===== config.mk =====
export PLATFORM = sky130hd
export DESIGN_NAME = ticket_mutex_node
export DESIGN_NICKNAME = d
export VERILOG_FILES = /design/src/hw/rtl/tmn_pkg.sv /design/src/hw/rtl/tmn_ctrl.sv /design/src/hw/rtl/tmn_dpath.sv /design/src/hw/rtl/ticket_mutex_node.sv
export SDC_FILE = /design/constraint.sdc
export NUM_CORES = 1
export LEC_CHECK = 0
export BUFFER_PORTS_ARGS = -buffer_cell sky130_fd_sc_hd__buf_2
export CORE_MARGIN = 2
export CORE_UTILIZATION = 42
export DETAILED_ROUTE_END_ITERATION = 8
export PLACE_DENSITY = 0.6
export SYNTH_ARGS = -nofsm -noshare
export SYNTH_HDL_FRONTEND = slang
export SYNTH_SLANG_ARGS = --single-unit

===== constraint.sdc =====
create_clock -name clk_i -period 9.32 [get_ports clk_i]
set_clock_uncertainty 0.05 [all_clocks]
set_input_delay 0.932 -clock clk_i [delete_from_list [all_inputs] [get_ports clk_i]]
set_output_delay 0.932 -clock clk_i [all_outputs]
set_load 0.02 [all_outputs]

===== src/hw/rtl/tmn_pkg.sv =====
`default_nettype none

package tmn_pkg;

  localparam int unsigned TicketW = 32;
  localparam int unsigned IdW     = 8;
  localparam int unsigned FracW   = 10;
  localparam int unsigned KindW   = 2;
  localparam int unsigned ActW    = 2;

  localparam logic [KindW-1:0] KIND_REQUEST = 2'd0;
  localparam logic [KindW-1:0] KIND_REPLY   = 2'd1;
  localparam logic [KindW-1:0] KIND_WANT    = 2'd2;
  localparam logic [KindW-1:0] KIND_RELEASE = 2'd3;

  localparam logic [ActW-1:0] ACT_REPLY = 2'd0;
  localparam logic [ActW-1:0] ACT_BCAST = 2'd1;
  localparam logic [ActW-1:0] ACT_ENTER = 2'd2;

  typedef struct packed {
    logic accept;
    logic drain_step;
  } cmd_t;

  typedef struct packed {
    logic out_free;
    logic is_release;
    logic defer_empty;
    logic drain_last;
  } sts_t;

endpackage

`default_nettype wire


===== src/hw/rtl/tmn_ctrl.sv =====
`default_nettype none

module tmn_ctrl (
  input  wire logic         clk_i,
  input  wire logic         rst_ni,
  input  wire logic         in_valid_i,
  output logic              in_ready_o,
  input  wire tmn_pkg::sts_t sts_i,
  output tmn_pkg::cmd_t     cmd_o
);

  typedef enum logic {
    ST_IDLE,
    ST_DRAIN
  } state_e;

  state_e state_q, state_d;

  always_comb begin
    in_ready_o        = 1'b0;
    cmd_o.accept      = 1'b0;
    cmd_o.drain_step  = 1'b0;
    state_d           = state_q;
    unique case (state_q)
      ST_IDLE: begin
        in_ready_o   = sts_i.out_free;
        cmd_o.accept = in_valid_i && sts_i.out_free;
        if (cmd_o.accept && sts_i.is_release && !sts_i.defer_empty) begin
          state_d = ST_DRAIN;
        end
      end
      ST_DRAIN: begin
        cmd_o.drain_step = sts_i.out_free;
        if (sts_i.out_free && sts_i.drain_last) begin
          state_d = ST_IDLE;
        end
      end
      default: state_d = ST_IDLE;
    endcase
  end

  always_ff @(posedge clk_i or negedge rst_ni) begin
    if (!rst_ni) begin
      state_q <= ST_IDLE;
    end else begin
      state_q <= state_d;
    end
  end

endmodule

`default_nettype wire


===== src/hw/rtl/tmn_dpath.sv =====
`default_nettype none

module tmn_dpath #(
  parameter int unsigned NUM_PEERS = 2
) (
  input  wire logic                              clk_i,
  input  wire logic                              rst_ni,
  input  wire logic                              cfg_wr_en_i,
  input  wire logic [tmn_pkg::IdW-1:0]           cfg_wr_data_i,
  input  wire logic [tmn_pkg::KindW-1:0]         kind_i,
  input  wire logic [tmn_pkg::TicketW-1:0]       peer_ticket_i,
  input  wire logic [tmn_pkg::IdW-1:0]           peer_id_i,
  input  wire logic [tmn_pkg::FracW-1:0]         random_fraction_i,
  input  wire tmn_pkg::cmd_t                     cmd_i,
  output tmn_pkg::sts_t                          sts_o,
  output logic                                   out_valid_o,
  input  wire logic                              out_ready_i,
  output logic [tmn_pkg::ActW-1:0]               action_o,
  output logic [tmn_pkg::IdW-1:0]                dest_id_o,
  output logic [tmn_pkg::TicketW-1:0]            ticket_out_o,
  output logic                                   last_o
);

  localparam int unsigned CntW = $clog2(NUM_PEERS + 1);
  localparam int unsigned IdxW = (NUM_PEERS > 1) ? $clog2(NUM_PEERS) : 1;
  localparam logic [CntW-1:0] Peers = CntW'(NUM_PEERS);

  logic [tmn_pkg::IdW-1:0]     own_id_q;
  logic                        wanting_q, wanting_d;
  logic [tmn_pkg::TicketW-1:0] own_ticket_q, own_ticket_d;
  logic [tmn_pkg::TicketW-1:0] max_seen_q, max_seen_d;
  logic [CntW-1:0]             reply_cnt_q, reply_cnt_d;
  logic [CntW-1:0]             defer_cnt_q, defer_cnt_d;
  logic [IdxW-1:0]             drain_idx_q, drain_idx_d;
  logic [tmn_pkg::IdW-1:0]     defer_ids_q [NUM_PEERS];

  logic                        out_valid_q, out_valid_d;
  logic [tmn_pkg::ActW-1:0]    action_q, action_d;
  logic [tmn_pkg::IdW-1:0]     dest_id_q, dest_id_d;
  logic [tmn_pkg::TicketW-1:0] ticket_q, ticket_d;
  logic                        last_q, last_d;

  logic                        reply_now;
  logic                        defer_wr;
  logic [CntW-1:0]             reply_inc;
  logic [tmn_pkg::TicketW:0]   ticket_sum;
  logic                        drain_last;

  assign reply_now = !wanting_q || (own_ticket_q > peer_ticket_i) ||
                     ((own_ticket_q == peer_ticket_i) && (own_id_q > peer_id_i));
  assign reply_inc  = reply_cnt_q + CntW'(1);
  assign ticket_sum = {1'b0, max_seen_q} +
                      {{(tmn_pkg::TicketW + 1 - tmn_pkg::FracW){1'b0}}, random_fraction_i};
  assign drain_last = ({{(CntW - IdxW){1'b0}}, drain_idx_q} == (defer_cnt_q - CntW'(1)));

  assign sts_o.out_free    = !out_valid_q || out_ready_i;
  assign sts_o.is_release  = (kind_i == tmn_pkg::KIND_RELEASE);
  assign sts_o.defer_empty = (defer_cnt_q == '0);
  assign sts_o.drain_last  = drain_last;

  always_comb begin
    wanting_d    = wanting_q;
    own_ticket_d = own_ticket_q;
    max_seen_d   = max_seen_q;
    reply_cnt_d  = reply_cnt_q;
    defer_cnt_d  = defer_cnt_q;
    drain_idx_d  = drain_idx_q;
    defer_wr     = 1'b0;
    out_valid_d  = out_valid_q && !out_ready_i;
    action_d     = action_q;
    dest_id_d    = dest_id_q;
    ticket_d     = ticket_q;
    last_d       = last_q;

    if (cmd_i.accept) begin
      case (kind_i)
        tmn_pkg::KIND_REQUEST: begin
          if (reply_now) begin
            if (peer_ticket_i > max_seen_q) begin
              max_seen_d = peer_ticket_i;
            end
            out_valid_d = 1'b1;
            action_d    = tmn_pkg::ACT_REPLY;
            dest_id_d   = peer_id_i;
            ticket_d    = '0;
            last_d      = 1'b1;
          end else if (defer_cnt_q < Peers) begin
            defer_wr    = 1'b1;
            defer_cnt_d = defer_cnt_q + CntW'(1);
          end
        end
        tmn_pkg::KIND_REPLY: begin
          if (reply_inc >= Peers) begin
            reply_cnt_d = '0;
            out_valid_d = 1'b1;
            action_d    = tmn_pkg::ACT_ENTER;
            dest_id_d   = '0;
            ticket_d    = '0;
            last_d      = 1'b1;
          end else begin
            reply_cnt_d = reply_inc;
          end
        end
        tmn_pkg::KIND_WANT: begin
          own_ticket_d = ticket_sum[tmn_pkg::TicketW] ? '1 : ticket_sum[tmn_pkg::TicketW-1:0];
          wanting_d    = 1'b1;
          out_valid_d  = 1'b1;
          action_d     = tmn_pkg::ACT_BCAST;
          dest_id_d    = '0;
          ticket_d     = own_ticket_d;
          last_d       = 1'b1;
        end
        default: begin
          wanting_d   = 1'b0;
          drain_idx_d = '0;
        end
      endcase
    end

    if (cmd_i.drain_step) begin
      out_valid_d = 1'b1;
      action_d    = tmn_pkg::ACT_REPLY;
      dest_id_d   = defer_ids_q[drain_idx_q];
      ticket_d    = '0;
      last_d      = drain_last;
      if (drain_last) begin
        defer_cnt_d = '0;
        drain_idx_d = '0;
      end else begin
        drain_idx_d = drain_idx_q + IdxW'(1);
      end
    end
  end

  always_ff @(posedge clk_i or negedge rst_ni) begin
    if (!rst_ni) begin
      own_id_q     <= '0;
      wanting_q    <= 1'b0;
      own_ticket_q <= '0;
      max_seen_q   <= '0;
      reply_cnt_q  <= '0;
      defer_cnt_q  <= '0;
      drain_idx_q  <= '0;
      out_valid_q  <= 1'b0;
    end else begin
      if (cfg_wr_en_i) begin
        own_id_q <= cfg_wr_data_i;
      end
      wanting_q    <= wanting_d;
      own_ticket_q <= own_ticket_d;
      max_seen_q   <= max_seen_d;
      reply_cnt_q  <= reply_cnt_d;
      defer_cnt_q  <= defer_cnt_d;
      drain_idx_q  <= drain_idx_d;
      out_valid_q  <= out_valid_d;
    end
  end

  always_ff @(posedge clk_i) begin
    action_q  <= action_d;
    dest_id_q <= dest_id_d;
    ticket_q  <= ticket_d;
    last_q    <= last_d;
    if (defer_wr) begin
      defer_ids_q[defer_cnt_q[IdxW-1:0]] <= peer_id_i;
    end
  end

  assign out_valid_o  = out_valid_q;
  assign action_o     = action_q;
  assign dest_id_o    = dest_id_q;
  assign ticket_out_o = ticket_q;
  assign last_o       = last_q;

endmodule

`default_nettype wire


===== src/hw/rtl/ticket_mutex_node.sv =====
// One node of ticket-based distributed mutual exclusion.
// Input stream: s_axis_tuser carries the event kind (peer request, peer reply,
// local want, local release) and s_axis_tdata carries the peer ticket, peer id
// and random fraction. Output stream: m_axis_tuser carries the action (reply,
// broadcast, enter), m_axis_tdata the destination id and ticket, and
// m_axis_tlast marks the final result caused by one input item.
// The node id is written through cfg_wr_en_i and cfg_wr_data_i; the user must
// do so only while idle, the block itself does not enforce this. A result
// appears in the cycle after its item is accepted. A release with deferred
// peers emits one reply per deferred peer whenever the output register is free,
// and the next item is taken after the last of them.
// Throughput is set by the single output register: one item or one deferred
// reply per cycle while the receiver keeps m_axis_tready high.
// When the receiver stalls, the output register holds its result and no new
// item is accepted until that result is taken.
// Reset clears the wanting flag, both tickets, the reply and deferred counts
// and the node id, and empties the output register.
`default_nettype none

module ticket_mutex_node #(
  parameter int unsigned NUM_PEERS = 2
) (
  input  wire logic        clk_i,
  input  wire logic        rst_ni,
  input  wire logic        cfg_wr_en_i,
  input  wire logic [7:0]  cfg_wr_data_i,
  input  wire logic        s_axis_tvalid,
  output logic             s_axis_tready,
  input  wire logic [55:0] s_axis_tdata,   // peer_ticket, peer_id, random_fraction, zero pad
  input  wire logic [1:0]  s_axis_tuser,   // kind
  output logic             m_axis_tvalid,
  input  wire logic        m_axis_tready,
  output logic [39:0]      m_axis_tdata,   // dest_id, ticket_out
  output logic [1:0]       m_axis_tuser,   // action
  output logic             m_axis_tlast
);

  tmn_pkg::cmd_t ctrl_cmd;
  tmn_pkg::sts_t dp_sts;

  tmn_ctrl u_ctrl (
    .clk_i      (clk_i),
    .rst_ni     (rst_ni),
    .in_valid_i (s_axis_tvalid),
    .in_ready_o (s_axis_tready),
    .sts_i      (dp_sts),
    .cmd_o      (ctrl_cmd)
  );

  tmn_dpath #(
    .NUM_PEERS (NUM_PEERS)
  ) u_dpath (
    .clk_i             (clk_i),
    .rst_ni            (rst_ni),
    .cfg_wr_en_i       (cfg_wr_en_i),
    .cfg_wr_data_i     (cfg_wr_data_i),
    .kind_i            (s_axis_tuser),
    .peer_ticket_i     (s_axis_tdata[31:0]),
    .peer_id_i         (s_axis_tdata[39:32]),
    .random_fraction_i (s_axis_tdata[49:40]),
    .cmd_i             (ctrl_cmd),
    .sts_o             (dp_sts),
    .out_valid_o       (m_axis_tvalid),
    .out_ready_i       (m_axis_tready),
    .action_o          (m_axis_tuser),
    .dest_id_o         (m_axis_tdata[7:0]),
    .ticket_out_o      (m_axis_tdata[39:8]),
    .last_o            (m_axis_tlast)
  );

`ifndef NO_ASSERTIONS
  a_no_accept_in_drain: assert property (@(posedge clk_i) disable iff (!rst_ni)
    ctrl_cmd.drain_step |-> !ctrl_cmd.accept)
    else $error("item accepted while deferred replies drain");

  a_drain_needs_slot: assert property (@(posedge clk_i) disable iff (!rst_ni)
    ctrl_cmd.drain_step |-> (!m_axis_tvalid || m_axis_tready))
    else $error("deferred reply overwrote a pending result");

  a_release_blocks: assert property (@(posedge clk_i) disable iff (!rst_ni)
    (ctrl_cmd.accept && dp_sts.is_release && !dp_sts.defer_empty) |=> !s_axis_tready)
    else $error("input ready right after a release with deferred peers");
`endif

endmodule

`default_nettype wire

Word level (Yosys, flattened, before mapping)
Memory sizes are Yosys's and may differ from the RTL's.
Cells that the tools add are included.
- add/sub/neg operators: 5
- $lt $le $gt $ge: 5
- equality and inequality tests: 10
- muxes and demuxes: 46
- bitwise gates (word level): 2
- reductions and logical operators: 27
- operators by type and width (cell ; count):
    2-to-1 mux 32 bit ; 3
    case mux 32 bit (3 select lines) ; 1
    > comparator 32 bit ; 2
    adder 32 x 10 -> 33 bit ; 1
    == test 32 bit ; 1
    2-to-1 mux 8 bit ; 4
    case mux 8 bit (3 select lines) ; 1
    2-to-1 mux 1 bit ; 23
    2-to-1 mux 2 bit ; 9
    AND reduction 4 bit ; 3
    > comparator 8 bit ; 1
    AND reduction 2 bit ; 4
    logical AND 1 bit ; 6
    inequality test 2 x 1 -> 1 bit, second input constant ; 3
    inequality test 3 x 2 -> 1 bit, second input constant ; 2
    case mux 1 bit (3 select lines) ; 2
    case mux 2 bit (3 select lines) ; 1
    adder 2 x 1 -> 2 bit, second input constant ; 2
    == test 2 bit, second input constant ; 2
    zero test 1 bit ; 4
    zero test 2 bit ; 2
    case mux 1 bit (2 select lines) ; 2
    nonzero test 4 bit ; 1
    logical OR 1 bit ; 3
    other kinds (11) ; 12
- flip-flop bits (word level): 123
- memory bits (writable): 16
- input bits: 71
- output and inout bits: 45
- memories: 1
- memories (memory ; words ; width ; rd ports ; clocked after Yosys merged registers in ; write ports ; RTL line ; RTL):
    u_dpath.defer_ids_q ; 2 ; 8 ; 1 ; 0 ; 1 ; tmn_dpath.sv:35 ; logic [tmn_pkg::IdW-1:0] defer_ids_q [NUM_PEERS];

Longest topological paths before layout
Gate-level depths: netlist of run 1.
- depth in word-level cells: 8
- depth in mapped cells: 12
- mapped depth without buffers: 11

By module
Synthesis of run 1 repeated with hierarchy kept, for this count alone.
- cells, all modules: 839
- area total of the unflattened synthesis: 8120.3 um^2
- by module, submodules not included (module ; times used ; cells an instance ; area each (um^2) ; seq. area each (um^2)):
    tmn_dpath ; 1 ; 832 ; 8052.7 ; 3408.3
    tmn_ctrl ; 1 ; 7 ; 67.6 ; 25.0

Least setup slack after synthesis of run 1
Ideal clock, no wire load.
- path type: input-to-reg
- start point: in s_axis_tdata[13]
- end point: reg u_dpath.dest_id_q, in the netlist u_dpath.dest_id_o[0] (enable)
- data arrival time: 3.366 ns
- required time: 8.867 ns
- setup slack: 5.502 ns
- cell stages on the path: 10
- path buffers: 0
- path through: inv_1 ha_1 and4_1 nand4_1 a31oi_1 nand4bb_1 a211oi_1 o21ai_2 nor2_1 o41ai_1
- word-level cells in the longest chain between the ends: 5
- elaborated cells between the ends (all ways): 7
- classes of those cells: order compare: 1; eq/ne: 2; reduce/logical: 4
- RTL lines (item ; RTL line ; RTL):
    start: declaration ; ticket_mutex_node.sv:29 ; input wire logic [55:0] s_axis_tdata,
    > comparator 32 bit / == test 32 bit (equally long branches) ; tmn_dpath.sv:49, tmn_dpath.sv:50 ;
    logical OR 1 bit / logical AND 1 bit (equally long branches) ; tmn_dpath.sv:49, tmn_dpath.sv:50 ;
    logical OR 1 bit (*) ; tmn_dpath.sv:49 ; assign reply_now = !wanting_q || (own_ticket_q > peer_ticket_i) ||
    inequality test 3 x 2 -> 1 bit (no source line) (*) ; - ;
    AND reduction 4 bit (no source line) (*) ; - ;
    end signal: assignment ; tmn_dpath.sv:161 ; dest_id_q <= dest_id_d;
    end: declaration ; tmn_dpath.sv:39 ; logic [tmn_pkg::IdW-1:0] dest_id_q, dest_id_d;
Every way passes the cells marked *; elsewhere a longest branch is shown, timed or not.
A chain may end at the register's enable or synchronous reset.

Worst setup path in the final report of run 1
- start point: in s_axis_tdata[13]
- end point: mem u_dpath.defer_ids_q[0][0] (netlist name) (enable)
- word-level cells in the longest chain between the ends: 8
- elaborated cells between the ends (all ways): 10
- classes of those cells: order compare: 1; eq/ne: 1; mux: 5; reduce/logical: 3
- RTL lines (item ; RTL line ; RTL):
    > comparator 32 bit / == test 32 bit (equally long branches) ; tmn_dpath.sv:49, tmn_dpath.sv:50 ;
    logical OR 1 bit / logical AND 1 bit (equally long branches) ; tmn_dpath.sv:49, tmn_dpath.sv:50 ;
    logical OR 1 bit (*) ; tmn_dpath.sv:49 ;
    2-to-1 mux 1 bit (*) ; tmn_dpath.sv:78 ; if (reply_now) begin
    2-to-1 mux 1 bit (*) ; tmn_dpath.sv:76 ; case (kind_i)
    2-to-1 mux 1 bit (*) ; tmn_dpath.sv:75 ; if (cmd_i.accept) begin
    2-to-1 mux 1 bit (*) ; tmn_dpath.sv:164 ; if (defer_wr) begin
    2-to-1 mux 1 bit (not written as such) (*) ; tmn_dpath.sv:165 ; defer_ids_q[defer_cnt_q[IdxW-1:0]] <= peer_id_i;
    end: declaration ; tmn_dpath.sv:35 ;
Marks and branches as above.

==> results of run 1 <==
[cell usage in the layout (no fill, tap or decap), drive strengths merged, types with 34 or more instances in the layout]
| cell type | synthesis | layout |
|---|---|---|
| a21oi | 43 | 43 |
| nor2 | 42 | 42 |
| nand2 | 96 | 96 |
| inv | 84 | 93 |
| o21ai | 69 | 69 |
| ha | 90 | 90 |
| mux2i | 76 | 76 |
| dfrtp | 80 | 80 |
| dfxtp | 34 | 34 |
| buf | 10 | 116 |
[state kept, by name (all words and copies together), names as in the netlist]
name and cells:
u_dpath.own_id_q 8, u_dpath.dest_id_o 8, u_dpath.own_ticket_q 32, u_dpath.defer_cnt_q 2, u_dpath.wanting_q 1, u_ctrl.state_q 1
u_dpath.action_o 2, u_dpath.ticket_out_o 32, u_dpath.reply_cnt_q 2, u_dpath.drain_idx_q 1, u_dpath.last_o 1, u_dpath.max_seen_q 32
u_dpath.defer_ids_q 16, u_dpath.out_valid_o 1
[cells in the mapped netlist, types with 3 or more instances]
master	n	area (um^2)
sky130_fd_sc_hd__nand2_1	95	357
sky130_fd_sc_hd__ha_1	90	1130
sky130_fd_sc_hd__inv_1	83	312
sky130_fd_sc_hd__dfrtp_1	80	2000
sky130_fd_sc_hd__mux2i_1	76	761
sky130_fd_sc_hd__o21ai_0	67	335
sky130_fd_sc_hd__a21oi_1	42	210
sky130_fd_sc_hd__nor2_1	41	154
sky130_fd_sc_hd__dfxtp_1	34	681
sky130_fd_sc_hd__edfxtp_1	25	751
sky130_fd_sc_hd__nand3_1	23	115
sky130_fd_sc_hd__mux2_2	20	225
sky130_fd_sc_hd__clkbuf_1	18	67.6
sky130_fd_sc_hd__xnor2_1	16	140
sky130_fd_sc_hd__nand4_1	15	93.8
sky130_fd_sc_hd__nor3_1	13	65.1
sky130_fd_sc_hd__a21o_1	10	75.1
sky130_fd_sc_hd__and3_1	9	56.3
sky130_fd_sc_hd__a31oi_1	8	50.1
sky130_fd_sc_hd__nand3b_1	8	60.1
sky130_fd_sc_hd__buf_6	6	67.6
sky130_fd_sc_hd__a211oi_1	5	37.5
sky130_fd_sc_hd__nand2b_1	5	31.3
sky130_fd_sc_hd__nor2b_1	5	31.3
sky130_fd_sc_hd__o211ai_1	5	37.5
sky130_fd_sc_hd__nor4_1	3	18.8
sky130_fd_sc_hd__nor4_2	3	37.5
sky130_fd_sc_hd__or2_2	3	18.8
[power by group]
| part | internal, mW | switching (mW) |
|---|---|---|
| Clock | 0.412 | 0.307 |
| Combinational | 0.260 | 0.403 |
| Sequential | 0.772 | 0.0904 |
[metal layers]
layer | share of wire (%) | GRT usage, % | routed length [um] | vias to the layer above
met2 | 47 | 33.3 | 9530 | 123
met4 | 1.2 | 5.10 | 252 | 4
met1 | 48 | 27.0 | 9730 | 3050
li1 | - | - | - | 3238
met5 | 0.11 | 0 | 23 | -
met3 | 4.5 | 4.84 | 918 | 23
[critical path, delay by kind of cell]
kind	cells	cell delay [ns]
AOI/OAI and AO/OA	3	0.72
adders and majority gates	1	0.31
buffers and inverters	2	0.15
and+or+nand+nor	5	2.01
[through the flow]
| stage | hold slack, ns | std cells | util, % | power (mW) | area (um^2) |
|---|---|---|---|---|---|
| CTS | 0.367 | 1242 | 50.1 | 2.27 | 9770 |
| global route | 0.382 | 1242 | 50.1 | 2.40 | 9770 |
| finish | 0.365 | 1242 | 50.1 | 2.25 | 9770 |
| floorplan | 0.403 | 858 | - | 1.33 | 8370 |
| global placement | 0.392 | 1210 | 46.8 | 1.53 | 9150 |
| detailed placement | 0.401 | 1210 | 46.8 | 1.54 | 9150 |
[worst min-delay path by stage]
stage                                   startpoint                        to  slack, ns  depth (start not counted)
after floorplan           u_dpath.own_ticket_q[25]  u_dpath.own_ticket_q[25]       0.40                          2
after global placement    u_dpath.ticket_out_o[26]  u_dpath.ticket_out_o[26]       0.39                          2
after detailed placement       u_dpath.action_o[1]       u_dpath.action_o[1]       0.40                          2
after CTS                                   rst_ni    u_dpath.reply_cnt_q[1]       0.37                          1
after global routing                        rst_ni       u_dpath.drain_idx_q       0.38                          1
final                                       rst_ni       u_dpath.drain_idx_q       0.36                          1
[layout make-up]
type	count	share of cell area, %
Timing Repair Buffer	116	6.15
Tap cell	265	3.39
Inverter	84	3.23
Clock buffer	17	4.35
Multi-Input combinational cell	606	45.7
Sequential cell	139	35.1
Clock inverter	15	2.06
[cells by family (layout without fill, tap and decap cells)]
kind of cell | after synthesis | after routing
XOR/XNOR | 18 | 18
AO/OA/AOI/OAI | 164 | 164
flip-flops | 139 | 139
multiplexers | 96 | 96
adder cells (fa/ha/maj) | 91 | 91
buffers and inverters | 113 | 232
AND/OR/NAND/NOR | 237 | 237
==> impl_summary.md, run 1 <==
Outcome
The flow ran to the end, and the final reports show no timing, DRC or antenna violations.

Routing
The average wire per cell in the routed design is roughly 16 um. After the first detailed-routing iteration, the DRC count stood at 319. The iteration count of the initial detailed-routing pass is 4. The final routed DRC violation total is 0.

The via count normalized by instance count is between 5 and 6. Across all layers, the routed design uses 6438 vias. The number of routed nets with antenna violations is 0.

The routed design has 20400 um of wire.

Power and ir drop
Across the VDD grid, the largest voltage drop is between 0.1 and 0.15 mV. The static leakage is 5.06 nW. In this run the power density over the cells is 230 mW/mm^2.

Logic synthesis
The number of distinct standard cells referenced by the synthesized netlist is 64. The top flip-flop cell by instance count after synthesis is sky130_fd_sc_hd__dfrtp_1. The synthesized design contains around 140 register bits. After Yosys synthesis, full adders, half adders and majority gates account for between 10% and 20% of the synthesized area.

The post-synthesis mux area share is 11.8%. The synthesized netlist devotes 12.0% of its cell area to compound gates. The post-synthesis async set-or-reset flop share is 57.6%. The count of warnings emitted by yosys is 0. The synthesized area is 0.00837 mm^2. After Yosys synthesis, and, or, nand and nor cells account for 13.9% of the synthesized area.

Summing the areas of all xor and xnor instances in the mapped netlist gives 1.88% of the synthesized area. Counting every instance in the synthesized netlist gives around 860. The main combinational cell family by area after synthesis is simple AND/OR/NAND/NOR gates. When the netlist entered floorplanning its net count stood at 1020.

The share of the Yosys chip area taken by registers is between 40 and 50%. Yosys mapped a number of flops with a built-in enable equal to 25. The mean instance size in the synthesized netlist is 9.75 um^2.

Placement
The worst slack after detailed placement is 4.73 ns. The number of port buffers is 109. The placed wire-length estimate is 15300 um. Routability-driven placement finished with a final weighted congestion of 0.823.

Floorplan
The die is between 100 and 150 um wide. The region available for standard cell placement spans about 0.02 mm^2. The placement row count is 51. The number of top-level pins is between 100 and 150.

The floorplan die height is about 150 um. The starting utilization of the core area is 42.9%. The area of the die is between 0.02 and 0.025 mm^2.

Global routing
The first-pass GRT wire length is approximately 34000 um. The global-route usage over all layers is 20.3%. The total overflow left after global routing is 0. The via count of the first global-routing pass is ~6500. The initial antenna violation count is 2. Entering global routing, the biggest net connects 58 pins.

Setup path
The setup path with the least slack is of type in2reg. Walking the worst path, the cells encountered are buf_2 -> inv_1 -> ha_1 -> and4_1 -> nand4_1 -> a31oi_1 -> nand4bb_1 -> a211oi_1 -> o21ai_2 -> or2_2 -> nor3_1. The timing endpoint of the critical path is u_dpath.defer_ids_q[0][0]. The critical path starts at s_axis_tdata[13]. At the worst endpoint, the required time is 9.32 ns. STA classifies the critical path endpoint as a flip-flop. The endpoint of the worst-slack reg-to-reg timing path is u_dpath.defer_ids_q[0][0].

The largest individual stage delay along the critical path comes from the cell sky130_fd_sc_hd__nor3_1. The setup check on the worst reg-to-reg path leaves a slack of 5.48 ns. The number of cells on the worst reg-to-reg path is 9. The data arrival time of the critical path is between 4 and 5 ns.

The critical-path maximum fanout is 8. The largest incremental delay on the critical path is ~0.9 ns. The launch point of the worst reg-to-reg path is u_dpath.own_ticket_q[13].

The worst setup path is launched from a primary input.

CTS
The buffer cell driving the clock tree root is sky130_fd_sc_hd__clkbuf_16. For the worst-skew pair, the clock arrives at the later sink with an insertion delay of 0.43 ns. TritonCTS built the clock tree. The total number of H-tree levels is 4. The number of buffers added to fix hold violations after cts is 0. Once the clock tree was built, the resizer swapped 0 gates to a different size. The post-CTS setup repair buffer count is 0. Counting every sink on the clock net gives 139. The post-CTS clock slew at the launch and capture registers of the worst setup and hold paths is 0.07 ns. The maximum count of clock buffers along a single path is 2.

The number of clock buffers added by TritonCTS is 17.

Timing
The final number of hold-violating endpoints is 0. The final period demand of the worst path is just over 4 ns. Setup repair after global routing left no endpoint under its margin. The post-route worst setup slack is 5.18 ns. Setup violations remaining at the end of the flow were counted as 0. Timing would allow up to 242 MHz. The count of final max-slew check failures is 0. After layout, the worst path uses between 40% and 50% of the clock period. Headroom to the max-slew limit came out at 22.8%. The worst-margin pin slew is 1.15 ns.

After routing, the total negative slack on setup checks comes to 0 ns.

Finish
The layout filler cell count is 1864. The relative area change from synthesis to final layout is 16.8%. Across the whole layout, storage elements account for 0.00343 mm^2.

The number of antenna diodes in the final layout is 0. The area taken by multi-input logic gates is roughly 0.0045 mm^2. The proportion of layout cells with a drive suffix above 1 is 19.3%. The final layout net count is roughly 1100.

Worst hold path
The worst hold path belongs to the class in2async.

Flow run
Max-cap violations in this run came to 0.
(Power assumes the default switching activity.)
==> inputs of run 2 (changes only) <==
==> constraint.sdc (replaced) <==
create_clock -name clk_i -period 3.9 [get_ports clk_i]
set_clock_uncertainty 0.05 [all_clocks]
set_input_delay 0.39 -clock clk_i [delete_from_list [all_inputs] [get_ports clk_i]]
set_output_delay 0.39 -clock clk_i [all_outputs]
set_load 0.02 [all_outputs]
==> impl_summary.md, run 2 (synthesis results as in run 1) <==
Outcome
The run finished with clean final reports.

CTS
The buffer cell driving the clock tree root is sky130_fd_sc_hd__clkbuf_16. The number of hold buffers added after CTS was 0. TritonCTS built the clock tree. The post-CTS clock slew at the launch and capture registers of the worst setup and hold paths is around 0.070 ns.

The number of buffers created by CTS is 17. In this run, post-CTS repair resized a total of 0 instances. The post-CTS setup repair buffer count is 0. The total clock sinks is 139. For the worst-skew pair, the clock arrives at the later sink with an insertion delay of 0.43 ns. The H-tree generated during clock tree synthesis spans 4 levels.

The maximum count of clock buffers along a single path is 2.

Timing
The count of final max-slew check failures is 0. Measured against its own limit, the worst slew margin works out to 42.8%. The final number of hold-violating endpoints came to 0.

The post-route fraction of the period consumed by the critical path is 83.3%. After layout, the worst setup slack is ~0.65 ns. The worst-margin pin slew is 0.851 ns. The final period demand of the worst path is ~3.2 ns.

The final setup violation count is 0. Setup repair after global routing left no endpoint under its margin. In the final timing run, aggregate negative setup slack is 0 ns. Static timing analysis puts the maximum clock frequency at between 300 and 400 MHz.

Setup path
The required time of the worst setup path is between 4 and 5 ns. The reg-to-reg setup timing slack is 0.65 ns. The startpoint class of the critical path is a flip-flop. The critical-path maximum fanout is 36. The worst setup path is of the reg2reg kind. The worst setup path is captured at a flip-flop. Data on the critical path arrives at its endpoint at 3.56 ns.

Floorplan
The area of the die is 0.0211 mm^2. In this run the horizontal extent of the chip is around 150 um. The floorplan die height is roughly 150 um. The number of top-level pins is 116. The floorplan core area is 0.0195 mm^2. The placement row count is 51. The starting utilization of the core area is 42.9%.

Finish
The non-filler instance count after layout is 1251. After filler insertion, the fill cell instance count of the layout stands at 1857. Leaving out fill and tap cells, the most frequent cells in the layout are sky130_fd_sc_hd__buf_2, sky130_fd_sc_hd__nand2_1, sky130_fd_sc_hd__ha_1, sky130_fd_sc_hd__inv_1, sky130_fd_sc_hd__dfrtp_1.

The proportion of layout cells with a drive suffix above 1 is 20.1%. The final layout net count is between 1000 and 1500. The relative area change from synthesis to final layout is 18.1%. Leaving out fill and tap cells, the most frequent cell in the layout is sky130_fd_sc_hd__buf_2.

The number of antenna diodes in the final layout is 0.

Placement
The final RePlAce weighted congestion is 0.844. The worst slack after detailed placement is 0.534 ns. The placed wire-length estimate is 15500 um. Buffers placed on the I/O ports in this run total ~110.

The placed instance count is about 1200.

Global routing
Entering global routing, the biggest net connects 62 pins. The via count of the first global-routing pass came to 6423. For this run, the total global-route usage over all layers was measured as 19.9%. The initial antenna violation count is 2. The first-pass GRT wire length is 33400 um. For this run the aggregate overflow at the end of global routing stands at 0.

Power and ir drop
The worst-case IR drop observed on VDD is ~0.33 mV. The analysis attributes to cell leakage a power of 5.13 nW. The overall power is about 5.4 mW. Power spread over the standard cell area amounts to 551 mW/mm^2.

Routing
Before antenna repair, the detailed router went through 4 iterations. The count of vias placed by the detailed router is ~6500. The final layout contains routed wiring with a total length of between 20000 and 25000 um. In the routed design, unresolved DRC markers number 0.

The detailed router finished its first iteration with between 200 and 250 violations. Once detail routing completed, the nets flagged for antenna violations numbered 0. The average wire per cell in the routed design is ~16 um.

The via count normalized by instance count is 5.17.

Flow run
The max-capacitance violation count is 0.

Worst hold path
The min-delay analysis places its worst path in the category in2async.
-- run 2: final timing paths --
kind | start | end | cells after the start
hold reg to reg | u_dpath.ticket_out_o[26] | u_dpath.ticket_out_o[26] | 2
min in group clk_i | s_axis_tdata[35] | u_dpath.defer_ids_q[0][3] | 1
setup / recovery | u_dpath.max_seen_q[0] | u_dpath.ticket_out_o[25] | 12
setup reg to reg | u_dpath.max_seen_q[0] | u_dpath.ticket_out_o[25] | 12
hold / removal | rst_ni | u_dpath.reply_cnt_q[0] | 1
max in group asynchronous | rst_ni | u_dpath.defer_cnt_q[1] | 2
-- run 2: report_power, final --
group          switching, mW  internal, mW  total [mW]  leakage (nW)
sequential             0.216          1.84        2.06          1.35
combinational          0.961         0.635        1.60          3.46
clock                  0.741          1.05        1.79         0.318
total                   1.92          3.53        5.45          5.13
-- run 2: area by class of cell --
cell class | instances | area, um^2 | share of cell area (%)
inverters | 84 | 315 | 3.19
clock buffers | 17 | 425 | 4.30
repair buffers | 125 | 693 | 7.01
clock inverters | 15 | 218 | 2.20
well taps | 265 | 332 | 3.36
flip-flops and latches | 139 | 3430 | 34.7
multi-input cells | 606 | 4470 | 45.2
-- run 2: worst max-delay path, cell delays in order (launching register included) --
cell and delay (ns):
sky130_fd_sc_hd__dfrtp_1 0.39, sky130_fd_sc_hd__ha_1 0.23, sky130_fd_sc_hd__inv_1 0.07, sky130_fd_sc_hd__fa_1 0.39
sky130_fd_sc_hd__nand2b_1 0.20, sky130_fd_sc_hd__a211oi_2 0.29, sky130_fd_sc_hd__o21ai_2 0.15, sky130_fd_sc_hd__o22a_1 0.38
sky130_fd_sc_hd__nor3_4 0.27, sky130_fd_sc_hd__buf_12 0.22, sky130_fd_sc_hd__nor3_1 0.08, sky130_fd_sc_hd__or3_1 0.32
sky130_fd_sc_hd__mux2i_1 0.12
-- run 2: metrics by stage --
stage,hold WS [ns],cell area [um^2],util [%]
final,0.0145,9880,50.6
after global routing,0.0791,9880,50.6
after CTS,0.0655,9880,50.6
after detailed placement,0.399,9240,47.3
after global placement,0.393,9240,47.3
after floorplan,0.0444,8370,-
-- run 2: metal layers --
metal,track usage [%],routed length (um)
met3,4.15,829
met2,31.9,9230
met5,0,25
met1,26.9,9830
met4,6.81,355
